## src/hdl/ssim_pkg.sv

```systemverilog
package ssim_pkg;

    // Store geometry
    localparam int CAPACITY   = 16;
    localparam int POS_BITS   = 16;
    localparam int IDX_W      = $clog2(CAPACITY);
    localparam int CNT_W      = $clog2(CAPACITY + 1);
    localparam int ENTRY_W    = 3 * POS_BITS;
    localparam int RIDX_W     = 4;
    localparam int STATUS_W   = 3;

    // Result status codes
    localparam logic [STATUS_W-1:0] ST_MERGED  = 3'd0;
    localparam logic [STATUS_W-1:0] ST_COVERED = 3'd1;
    localparam logic [STATUS_W-1:0] ST_FULL    = 3'd2;
    localparam logic [STATUS_W-1:0] ST_READ_OK = 3'd3;
    localparam logic [STATUS_W-1:0] ST_RANGE   = 3'd4;

    // Operation codes
    localparam logic OP_INSERT = 1'b0;
    localparam logic OP_READ   = 1'b1;

    // Commands from controller to datapath
    typedef struct packed {
        logic                load;
        logic                issue_scan;
        logic                issue_read;
        logic                scan_eval;
        logic                pass_restart;
        logic                copy_init;
        logic                copy_union;
        logic                copy_entry;
        logic                commit;
        logic                respond;
        logic [STATUS_W-1:0] resp_status;
    } ssim_cmd_t;

    // Status from datapath to controller
    typedef struct packed {
        logic is_read;
        logic rd_ok;
        logic n_zero;
        logic last;
        logic changed;
        logic covered;
        logic any;
        logic full;
        logic need_union;
        logic placed;
    } ssim_stat_t;

endpackage

```

## src/hdl/ssim_ram.sv

```systemverilog
module ssim_ram #(
    parameter int WIDTH = 48,
    parameter int DEPTH = 32,
    parameter int AW    = $clog2(DEPTH)
) (
    input  logic             clk,
    input  logic             we,
    input  logic [AW-1:0]    waddr,
    input  logic [WIDTH-1:0] wdata,
    input  logic             re,
    input  logic [AW-1:0]    raddr,
    output logic [WIDTH-1:0] rdata
);

    logic [WIDTH-1:0] mem [DEPTH];

    // One write port, one registered read port
    always_ff @(posedge clk)
    begin
        if (we)
        begin
            mem[waddr] <= wdata;
        end
        if (re)
        begin
            rdata <= mem[raddr];
        end
    end

endmodule

```

## src/hdl/ssim_dp.sv

```systemverilog
module ssim_dp (
    input  logic                            clk,
    input  logic                            rst_n,
    input  ssim_pkg::ssim_cmd_t             cmd,
    output ssim_pkg::ssim_stat_t            stat,
    input  logic                            op,
    input  logic [ssim_pkg::POS_BITS-1:0]   span_line,
    input  logic [ssim_pkg::POS_BITS-1:0]   span_start,
    input  logic [ssim_pkg::POS_BITS-1:0]   span_length,
    input  logic [ssim_pkg::RIDX_W-1:0]     read_index,
    output logic                            done,
    output logic [ssim_pkg::STATUS_W-1:0]   status,
    output logic [ssim_pkg::CNT_W-1:0]      span_count,
    output logic [ssim_pkg::POS_BITS-1:0]   entry_line,
    output logic [ssim_pkg::POS_BITS-1:0]   entry_start,
    output logic [ssim_pkg::POS_BITS-1:0]   entry_length
);

    localparam int P = ssim_pkg::POS_BITS;

    // Latched item
    logic                          op_reg;
    logic [P-1:0]                  line_reg;
    logic [P-1:0]                  lo0_reg;
    logic [P:0]                    hi0_reg;
    logic [ssim_pkg::RIDX_W-1:0]   rindex_reg;

    // Union being built and scan control
    logic [P-1:0]                  lo_reg;
    logic [P:0]                    hi_reg;
    logic [ssim_pkg::CNT_W-1:0]    i_reg;
    logic [ssim_pkg::CNT_W-1:0]    j_reg;
    logic [ssim_pkg::CNT_W-1:0]    count_reg;
    logic                          bank_reg;
    logic [ssim_pkg::CAPACITY-1:0] taken_reg;
    logic                          changed_reg;
    logic                          any_reg;
    logic                          covered_reg;
    logic                          placed_reg;

    // Result registers
    logic                          done_reg;
    logic [ssim_pkg::STATUS_W-1:0] status_reg;
    logic [ssim_pkg::CNT_W-1:0]    rcount_reg;
    logic [P-1:0]                  eline_reg;
    logic [P-1:0]                  estart_reg;
    logic [P-1:0]                  elen_reg;

    logic [ssim_pkg::IDX_W-1:0]    iidx;
    logic [ssim_pkg::IDX_W-1:0]    jidx;
    logic [ssim_pkg::ENTRY_W-1:0]  rdata;
    logic [ssim_pkg::ENTRY_W-1:0]  wdata;
    logic [ssim_pkg::IDX_W:0]      raddr;
    logic [ssim_pkg::IDX_W:0]      waddr;
    logic                          we;
    logic                          re;
    logic [P-1:0]                  e_line;
    logic [P-1:0]                  e_start;
    logic [P-1:0]                  e_len;
    logic [P:0]                    e_end;
    logic                          line_eq;
    logic                          hit;
    logic                          covers;
    logic                          entry_first;
    logic [P:0]                    span_len;
    logic [P-1:0]                  union_len;

    assign iidx = i_reg[ssim_pkg::IDX_W-1:0];
    assign jidx = j_reg[ssim_pkg::IDX_W-1:0];

    // Entry decode and compares
    assign e_line      = rdata[3*P-1:2*P];
    assign e_start     = rdata[2*P-1:P];
    assign e_len       = rdata[P-1:0];
    assign e_end       = {1'b0, e_start} + {1'b0, e_len};
    assign line_eq     = (e_line == line_reg);
    assign hit         = !taken_reg[iidx] && line_eq && ({1'b0, e_start} <= hi_reg)
                         && (e_end >= {1'b0, lo_reg});
    assign covers      = line_eq && (e_start <= lo0_reg) && (hi0_reg <= e_end);
    assign entry_first = (e_line < line_reg) || (line_eq && (e_start <= lo_reg));

    // Union length, saturated
    assign span_len  = hi_reg - {1'b0, lo_reg};
    assign union_len = span_len[P] ? {P{1'b1}} : span_len[P-1:0];

    // Store access: read current bank, write the other
    assign re    = cmd.issue_scan || cmd.issue_read;
    assign raddr = cmd.issue_read ? {bank_reg, ssim_pkg::IDX_W'(rindex_reg)}
                                  : {bank_reg, iidx};
    assign we    = cmd.copy_union || (cmd.copy_entry && !taken_reg[iidx]);
    assign waddr = {~bank_reg, jidx};
    assign wdata = cmd.copy_union ? {line_reg, lo_reg, union_len} : rdata;

    ssim_ram #(
        .WIDTH (ssim_pkg::ENTRY_W),
        .DEPTH (2 * ssim_pkg::CAPACITY)
    ) u_store (
        .clk   (clk),
        .we    (we),
        .waddr (waddr),
        .wdata (wdata),
        .re    (re),
        .raddr (raddr),
        .rdata (rdata)
    );

    // Status to controller
    always_comb
    begin
        stat.is_read    = (op_reg == ssim_pkg::OP_READ);
        stat.rd_ok      = (ssim_pkg::CNT_W'(rindex_reg) < count_reg);
        stat.n_zero     = (count_reg == '0);
        stat.last       = ((i_reg + ssim_pkg::CNT_W'(1)) == count_reg);
        stat.changed    = changed_reg;
        stat.covered    = covered_reg;
        stat.any        = any_reg;
        stat.full       = (count_reg >= ssim_pkg::CNT_W'(ssim_pkg::CAPACITY));
        stat.need_union = !placed_reg && !taken_reg[iidx] && !entry_first;
        stat.placed     = placed_reg;
    end

    // Item latch
    always_ff @(posedge clk)
    begin
        if (cmd.load)
        begin
            op_reg     <= op;
            line_reg   <= span_line;
            lo0_reg    <= span_start;
            hi0_reg    <= {1'b0, span_start} + {1'b0, span_length};
            rindex_reg <= read_index;
        end
    end

    // Scan, merge and copy control
    always_ff @(posedge clk or negedge rst_n)
    begin
        if (!rst_n)
        begin
            i_reg       <= '0;
            j_reg       <= '0;
            count_reg   <= '0;
            bank_reg    <= 1'b0;
            taken_reg   <= '0;
            changed_reg <= 1'b0;
            any_reg     <= 1'b0;
            covered_reg <= 1'b0;
            placed_reg  <= 1'b0;
            lo_reg      <= '0;
            hi_reg      <= '0;
        end
        else
        begin
            if (cmd.load)
            begin
                i_reg       <= '0;
                taken_reg   <= '0;
                changed_reg <= 1'b0;
                any_reg     <= 1'b0;
                covered_reg <= 1'b0;
                lo_reg      <= span_start;
                hi_reg      <= {1'b0, span_start} + {1'b0, span_length};
            end
            if (cmd.scan_eval)
            begin
                i_reg <= i_reg + ssim_pkg::CNT_W'(1);
                if (hit)
                begin
                    taken_reg[iidx] <= 1'b1;
                    any_reg         <= 1'b1;
                    changed_reg     <= 1'b1;
                    if (e_start < lo_reg)
                    begin
                        lo_reg <= e_start;
                    end
                    if (e_end > hi_reg)
                    begin
                        hi_reg <= e_end;
                    end
                end
                if (covers)
                begin
                    covered_reg <= 1'b1;
                end
            end
            if (cmd.pass_restart)
            begin
                i_reg       <= '0;
                changed_reg <= 1'b0;
            end
            if (cmd.copy_init)
            begin
                i_reg      <= '0;
                j_reg      <= '0;
                placed_reg <= 1'b0;
            end
            if (cmd.copy_union)
            begin
                j_reg      <= j_reg + ssim_pkg::CNT_W'(1);
                placed_reg <= 1'b1;
            end
            if (cmd.copy_entry)
            begin
                i_reg <= i_reg + ssim_pkg::CNT_W'(1);
                if (!taken_reg[iidx])
                begin
                    j_reg <= j_reg + ssim_pkg::CNT_W'(1);
                end
            end
            if (cmd.commit)
            begin
                count_reg <= j_reg;
                bank_reg  <= ~bank_reg;
            end
        end
    end

    // Result strobe
    always_ff @(posedge clk or negedge rst_n)
    begin
        if (!rst_n)
        begin
            done_reg <= 1'b0;
        end
        else
        begin
            done_reg <= cmd.respond;
        end
    end

    // Result payload
    always_ff @(posedge clk)
    begin
        if (cmd.respond)
        begin
            status_reg <= cmd.resp_status;
            rcount_reg <= count_reg;
            if (cmd.resp_status == ssim_pkg::ST_READ_OK)
            begin
                eline_reg  <= e_line;
                estart_reg <= e_start;
                elen_reg   <= e_len;
            end
            else
            begin
                eline_reg  <= '0;
                estart_reg <= '0;
                elen_reg   <= '0;
            end
        end
    end

    assign done         = done_reg;
    assign status       = status_reg;
    assign span_count   = rcount_reg;
    assign entry_line   = eline_reg;
    assign entry_start  = estart_reg;
    assign entry_length = elen_reg;

    // Checks
    a_count_max: assert property (@(posedge clk) disable iff (!rst_n)
        count_reg <= ssim_pkg::CNT_W'(ssim_pkg::CAPACITY))
        else $error("stored count above capacity");

    a_one_strobe: assert property (@(posedge clk) disable iff (!rst_n)
        done_reg |=> !done_reg)
        else $error("result strobe held two cycles");

    a_write_bound: assert property (@(posedge clk) disable iff (!rst_n)
        we |-> (j_reg < ssim_pkg::CNT_W'(ssim_pkg::CAPACITY)))
        else $error("copy write beyond capacity");

    a_commit_nonempty: assert property (@(posedge clk) disable iff (!rst_n)
        cmd.commit |=> (count_reg != '0))
        else $error("insert left the store empty");

endmodule

```

## src/hdl/ssim_ctrl.sv

```systemverilog
module ssim_ctrl (
    input  logic                 clk,
    input  logic                 rst_n,
    input  logic                 start,
    output logic                 busy,
    output ssim_pkg::ssim_cmd_t  cmd,
    input  ssim_pkg::ssim_stat_t stat
);

    typedef enum logic [9:0] {
        S_IDLE       = 10'b00_0000_0001,
        S_DISPATCH   = 10'b00_0000_0010,
        S_RDATA      = 10'b00_0000_0100,
        S_SCAN_ISSUE = 10'b00_0000_1000,
        S_SCAN_EVAL  = 10'b00_0001_0000,
        S_PASS_END   = 10'b00_0010_0000,
        S_COPY_ISSUE = 10'b00_0100_0000,
        S_COPY_EVAL  = 10'b00_1000_0000,
        S_TAIL       = 10'b01_0000_0000,
        S_COMMIT     = 10'b10_0000_0000
    } state_t;

    state_t state_reg;
    state_t state_next;
    logic   respond_ok_reg;
    logic   respond_ok_next;

    always_ff @(posedge clk or negedge rst_n)
    begin
        if (!rst_n)
        begin
            state_reg      <= S_IDLE;
            respond_ok_reg <= 1'b0;
        end
        else
        begin
            state_reg      <= state_next;
            respond_ok_reg <= respond_ok_next;
        end
    end

    assign busy = (state_reg != S_IDLE) || respond_ok_reg;

    // Sequencing of read, merge passes and copy
    always_comb
    begin
        state_next      = state_reg;
        respond_ok_next = 1'b0;
        cmd             = '0;
        cmd.resp_status = ssim_pkg::ST_MERGED;
        if (respond_ok_reg)
        begin
            cmd.respond     = 1'b1;
            cmd.resp_status = ssim_pkg::ST_MERGED;
        end
        unique case (state_reg)
            S_IDLE:
            begin
                if (start && !respond_ok_reg)
                begin
                    cmd.load   = 1'b1;
                    state_next = S_DISPATCH;
                end
            end
            S_DISPATCH:
            begin
                if (stat.is_read)
                begin
                    if (stat.rd_ok)
                    begin
                        cmd.issue_read = 1'b1;
                        state_next     = S_RDATA;
                    end
                    else
                    begin
                        cmd.respond     = 1'b1;
                        cmd.resp_status = ssim_pkg::ST_RANGE;
                        state_next      = S_IDLE;
                    end
                end
                else if (stat.n_zero)
                begin
                    cmd.copy_init = 1'b1;
                    state_next    = S_TAIL;
                end
                else
                begin
                    state_next = S_SCAN_ISSUE;
                end
            end
            S_RDATA:
            begin
                cmd.respond     = 1'b1;
                cmd.resp_status = ssim_pkg::ST_READ_OK;
                state_next      = S_IDLE;
            end
            S_SCAN_ISSUE:
            begin
                cmd.issue_scan = 1'b1;
                state_next     = S_SCAN_EVAL;
            end
            S_SCAN_EVAL:
            begin
                cmd.scan_eval = 1'b1;
                state_next    = stat.last ? S_PASS_END : S_SCAN_ISSUE;
            end
            S_PASS_END:
            begin
                priority if (stat.covered)
                begin
                    cmd.respond     = 1'b1;
                    cmd.resp_status = ssim_pkg::ST_COVERED;
                    state_next      = S_IDLE;
                end
                else if (stat.changed)
                begin
                    cmd.pass_restart = 1'b1;
                    state_next       = S_SCAN_ISSUE;
                end
                else if (!stat.any && stat.full)
                begin
                    cmd.respond     = 1'b1;
                    cmd.resp_status = ssim_pkg::ST_FULL;
                    state_next      = S_IDLE;
                end
                else
                begin
                    cmd.copy_init = 1'b1;
                    state_next    = S_COPY_ISSUE;
                end
            end
            S_COPY_ISSUE:
            begin
                cmd.issue_scan = 1'b1;
                state_next     = S_COPY_EVAL;
            end
            S_COPY_EVAL:
            begin
                if (stat.need_union)
                begin
                    cmd.copy_union = 1'b1;
                end
                else
                begin
                    cmd.copy_entry = 1'b1;
                    state_next     = stat.last ? S_TAIL : S_COPY_ISSUE;
                end
            end
            S_TAIL:
            begin
                cmd.copy_union = !stat.placed;
                state_next     = S_COMMIT;
            end
            S_COMMIT:
            begin
                cmd.commit      = 1'b1;
                respond_ok_next = 1'b1;
                state_next      = S_IDLE;
            end
            default:
            begin
                state_next = S_IDLE;
            end
        endcase
    end

    // Checks
    a_load_idle: assert property (@(posedge clk) disable iff (!rst_n)
        cmd.load |-> (state_reg == S_IDLE))
        else $error("item loaded while busy");

    a_commit_resp: assert property (@(posedge clk) disable iff (!rst_n)
        cmd.commit |=> (cmd.respond && (cmd.resp_status == ssim_pkg::ST_MERGED)))
        else $error("commit not followed by merged result");

    a_union_once: assert property (@(posedge clk) disable iff (!rst_n)
        cmd.copy_union |-> !stat.placed)
        else $error("union written twice");

endmodule

```

## src/hdl/span_set_insert_merge_unit.sv

```systemverilog
// Sorted span set with insert-and-merge.
// Command channel: an item (op, span_line, span_start, span_length, read_index)
// is taken at a rising edge with start high and busy low. op 0 inserts the
// span, op 1 reads the stored entry at read_index.
// Result channel: done is high for one cycle with status, span_count and the
// entry fields; the receiver cannot hold it off, so results are never lost.
// busy stays high from the accepting edge until the result cycle.
// For a read, the index is checked in the dispatch state and the entry is read
// through the registered read port; an out-of-range index is answered directly
// from dispatch. An insert runs merge passes over the store, one entry at a
// time through the registered read port (an issue state, then an evaluate
// state); passes repeat while a pass joined a span, then a final pass that
// joins nothing, then a copy into the other store bank that places the union
// before the first kept entry that sorts after it, or at the tail. An insert
// into an empty store skips the passes; covered and full inserts end after
// the first pass.
// Reset clears the count, so the store reads empty; the store contents
// themselves are not cleared and need no clearing pass.
module span_set_insert_merge_unit (
    input  logic                            clk,
    input  logic                            rst_n,
    input  logic                            start,
    output logic                            busy,
    input  logic                            op,
    input  logic [ssim_pkg::POS_BITS-1:0]   span_line,
    input  logic [ssim_pkg::POS_BITS-1:0]   span_start,
    input  logic [ssim_pkg::POS_BITS-1:0]   span_length,
    input  logic [ssim_pkg::RIDX_W-1:0]     read_index,
    output logic                            done,
    output logic [ssim_pkg::STATUS_W-1:0]   status,
    output logic [ssim_pkg::CNT_W-1:0]      span_count,
    output logic [ssim_pkg::POS_BITS-1:0]   entry_line,
    output logic [ssim_pkg::POS_BITS-1:0]   entry_start,
    output logic [ssim_pkg::POS_BITS-1:0]   entry_length
);

    ssim_pkg::ssim_cmd_t  cmd;
    ssim_pkg::ssim_stat_t stat;

    ssim_ctrl u_ctrl (
        .clk   (clk),
        .rst_n (rst_n),
        .start (start),
        .busy  (busy),
        .cmd   (cmd),
        .stat  (stat)
    );

    ssim_dp u_dp (
        .clk          (clk),
        .rst_n        (rst_n),
        .cmd          (cmd),
        .stat         (stat),
        .op           (op),
        .span_line    (span_line),
        .span_start   (span_start),
        .span_length  (span_length),
        .read_index   (read_index),
        .done         (done),
        .status       (status),
        .span_count   (span_count),
        .entry_line   (entry_line),
        .entry_start  (entry_start),
        .entry_length (entry_length)
    );

endmodule

```

## config.mk

```make
export PLATFORM = sky130hd
export DESIGN_NAME = span_set_insert_merge_unit
export DESIGN_NICKNAME = d
export VERILOG_FILES = /design/src/hdl/ssim_pkg.sv /design/src/hdl/ssim_ram.sv /design/src/hdl/ssim_dp.sv /design/src/hdl/ssim_ctrl.sv /design/src/hdl/span_set_insert_merge_unit.sv
export SDC_FILE = /design/constraint.sdc
export NUM_CORES = 2
export LEC_CHECK = 0
export BUFFER_PORTS_ARGS = -buffer_cell sky130_fd_sc_hd__buf_2
export CORE_UTILIZATION = 40
export DETAILED_ROUTE_END_ITERATION = 8
export HOLD_SLACK_MARGIN = 0.03
export PLACE_DENSITY_LB_ADDON = 0.05
export SKIP_CTS_REPAIR_TIMING = 1
export SYNTH_ARGS = -nofsm -noshare
export SYNTH_HDL_FRONTEND = slang
export SYNTH_SLANG_ARGS = --single-unit
export TNS_END_PERCENT = 1
```

## constraint.sdc

```tcl
create_clock -name clk -period 5.3 [get_ports clk]
set_input_delay 0.53 -clock clk [delete_from_list [all_inputs] [get_ports clk]]
set_output_delay 0.53 -clock clk [all_outputs]
set_load 0.005 [all_outputs]
```

==> results.yml <==
layout:
  largest_register: "u_dp.u_store.mem"
  stdcell_area_um2: 85100
  fin_nets: 5559
  regArea_um2: 52900
  area_delta_synth_final_pct: 16.0
  multi_input_area_um2: 19400
  top_regs: "u_dp.u_store.mem (1536), u_dp.u_store.rdata (48)"
  largest_reg_flops: 1536
  fill_cells: 16000
  final_util: 0.469
  final_cells: 7857
  drive_gt1_frac: 0.130
flow_run:
  maxCapViolCount: 0
synthesis:
  synth_area_leaders: "edfxtp_1, nand2_1, mux2i_1"
  ys_seq_area_frac: 0.721
  synthesis.area_um2: 73300
  yosysTopAreaCell: "edfxtp_1"
  synthTopCellsByCount: "edfxtp_1, nand2_1, mux2i_1, a32oi_1, clkbuf_1"
  synth_cell_types: 81
  async_flop_share: 0.0456
  synth-seq-cells: 1775
  syn_avg_cell_area_um2: 14.5
  synth_top_area_frac: 0.694
  synth_edf_count: 1694
  synth_most_common_cell: "edfxtp_1"
  yosys_warnings: 0
  yosys_most_used_dff: "edfxtp_1"
  synthesis.nets: 5281
  postSynthCellCount: 5055
clocking:
  cts.sinks: 1775
  cts_tree: "done"
  cts_buffer_depth: 3
  numCtsBuffers: 190
  cts.htree.levels: 4
  insertion_delay_ns: 0.85
  root_buffer: "clkbuf_16"
  clkSlewWorstSetupHoldPaths_ns: 0.06
place:
  postPlaceCellArea_um2: 78800
  io_buffers: 113
  place.gp.congestion: 0.838
  pre_cts_slack_ns: 0.414
  post-dp-hpwl_um: 136000
  placed_cells: 7472
sta:
  skew_ns: 0.0408
  setup_tns_ns: 0
  rsz0062_at_grt: "false"
  worst_slew_pin_slew_ns: 1.23
  hold_viol: 0
  whs_ns: 0.179
  layout_min_cycle_time_ns: 4.93
  slew_violations: 0
  setup_viol: 0
  relSlewSlack: 0.181
  fmax_mhz: 203
  setup_ws_ns: 0.372
  period_share: 0.930
critical_path:
  cp_slowest_cell: "edfxtp_1"
  crit_path_start_kind: "flop"
  crit_fanout: 16
  endpoint_kind: "flop"
  path_class: "flop to flop"
  cp_cell_sequence: "ha_1, a21oi_1, o211ai_1, nand4_1, nand3_1, a31oi_1, o21ai_0, a21oi_1, xor2_1, inv_1, ha_1, nand4_1, nor4_1, a311oi_1, a21oi_4, nand2b_2, mux2_4"
  crit_required_ns: 6.02
  cpPeakStageDelay_ns: 0.46
  cp.arrival_ns: 5.65
drt:
  vias_per_cell: 5.79
  via_count: 45500
  drt-initial-drc-count: 4464
  wl_um: 247000
  drt-pass1-iter-count: 6
  ant_nets: 0
  wl_per_cell_um: 31.4
  drc: 0
die:
  start_util: 0.404
  rows: 156
  die_area_um2: 185000
  core_um2: 182000
  die_y_um: 430
  die_width_um: 430
  pin_count: 114
grt:
  grt_pass1_vias: 43800
  grt.total_usage: 0.264
  grt_overflow: 0
  grt_pass1_wl_um: 344000
  grt_max_degree: 82
  antenna_found_initial: 5
power:
  powerDensity_nw_per_um2: 399
  p_leak_nw: 30.2
  peakVddDrop_mv: 0.267
  finalPower_mw: 33.9
worst_hold_path:
  hp-class: "input pin to flop"
status:
  status: "finished, final reports clean"
## cells by family after synthesis
kind of cell / count (synthesis) / share of synthesized area
adder cells (fa/ha/maj): 171 / 0.0294
AO/OA/AOI/OAI: 735 / 0.0733
multiplexers: 377 / 0.0537
buffers and inverters: 378 / 0.0217
AND/OR/NAND/NOR: 1569 / 0.0946
XOR/XNOR: 50 / 0.00597
flip-flops: 1775 / 0.721
## where the power goes
group,internal (mW),total (mW),switching [mW],leakage [nW]
registers,15.8,16.1,0.303,16.2
clock network,7.20,12.8,5.62,2.87
logic,1.74,4.98,3.24,11.1
total,24.8,33.9,9.16,30.2
## path summary, 6_finish.rpt
kind                                       start                   to  slack, ns  cells after the start
max                        u_dp.u_store.rdata[1]       u_dp.lo_reg[7]       0.37                     17
min                                        start  u_ctrl.state_reg[1]       0.18                      3
max reg2reg                u_dp.u_store.rdata[1]       u_dp.lo_reg[7]       0.37                     17
min reg2reg                    u_dp.taken_reg[0]    u_dp.taken_reg[0]       0.48                      2
max in group asynchronous                  rst_n      u_dp.lo_reg[10]       4.01                      3
min in group asynchronous                  rst_n            u_dp.done       0.26                      2
## cells in the final DEF, fill, tap and decap left out, types with 13 or more instances in the layout
cell type / count
nor2_1: 79
buf_12: 82
a31oi_1: 55
nand2_1: 960
nor3_1: 72
and2_1: 48
nand2b_1: 22
nand3_1: 129
xnor2_1: 33
inv_1: 109
a21o_1: 32
edfxtp_1: 1694
xor2_1: 17
buf_2: 112
nor2_4: 33
a32oi_1: 288
clkinv_1: 44
clkbuf_16: 191
a21oi_1: 61
o21a_1: 15
mux2i_1: 318
nor2b_1: 17
clkbuf_1: 54
o211ai_1: 13
dlygate4sd3_1: 39
buf_4: 121
ha_1: 167
mux2_2: 42
nand4_1: 123
a211oi_1: 59
dfrtp_1: 80
o21ai_0: 126
clkinv_2: 25
## metal layers
layer | share of wire | vias to the layer above | GRT usage
met4 | 0.024 | 2 | 0.0687
met3 | 0.053 | 295 | 0.0361
met1 | 0.44 | 23800 | 0.364
met5 | 0.000081 | - | 0
li1 | - | 20000 | -
met2 | 0.48 | 1475 | 0.440
## final cells by class
cell class,count,share of cell area
diodes,2,0.0000588
multi-input cells,2902,0.228
flip-flops and latches,1775,0.622
inverters,110,0.00485
well taps,2370,0.0349
clock inverters,94,0.0101
clock buffers,250,0.0594
repair buffers,354,0.0412
## critical path, delay by kind of cell (launching register included)
kind | cells | cell delay (ns)
adder cells (fa/ha/maj) | 2 | 0.67
AND/OR/NAND/NOR | 5 | 1.16
flip-flops | 1 | 0.46
multiplexers | 1 | 0.42
buffers and inverters | 1 | 0.11
AO/OA/AOI/OAI | 7 | 1.64
XOR/XNOR | 1 | 0.33
No activity file was read; power rests on OpenSTA's default activity.
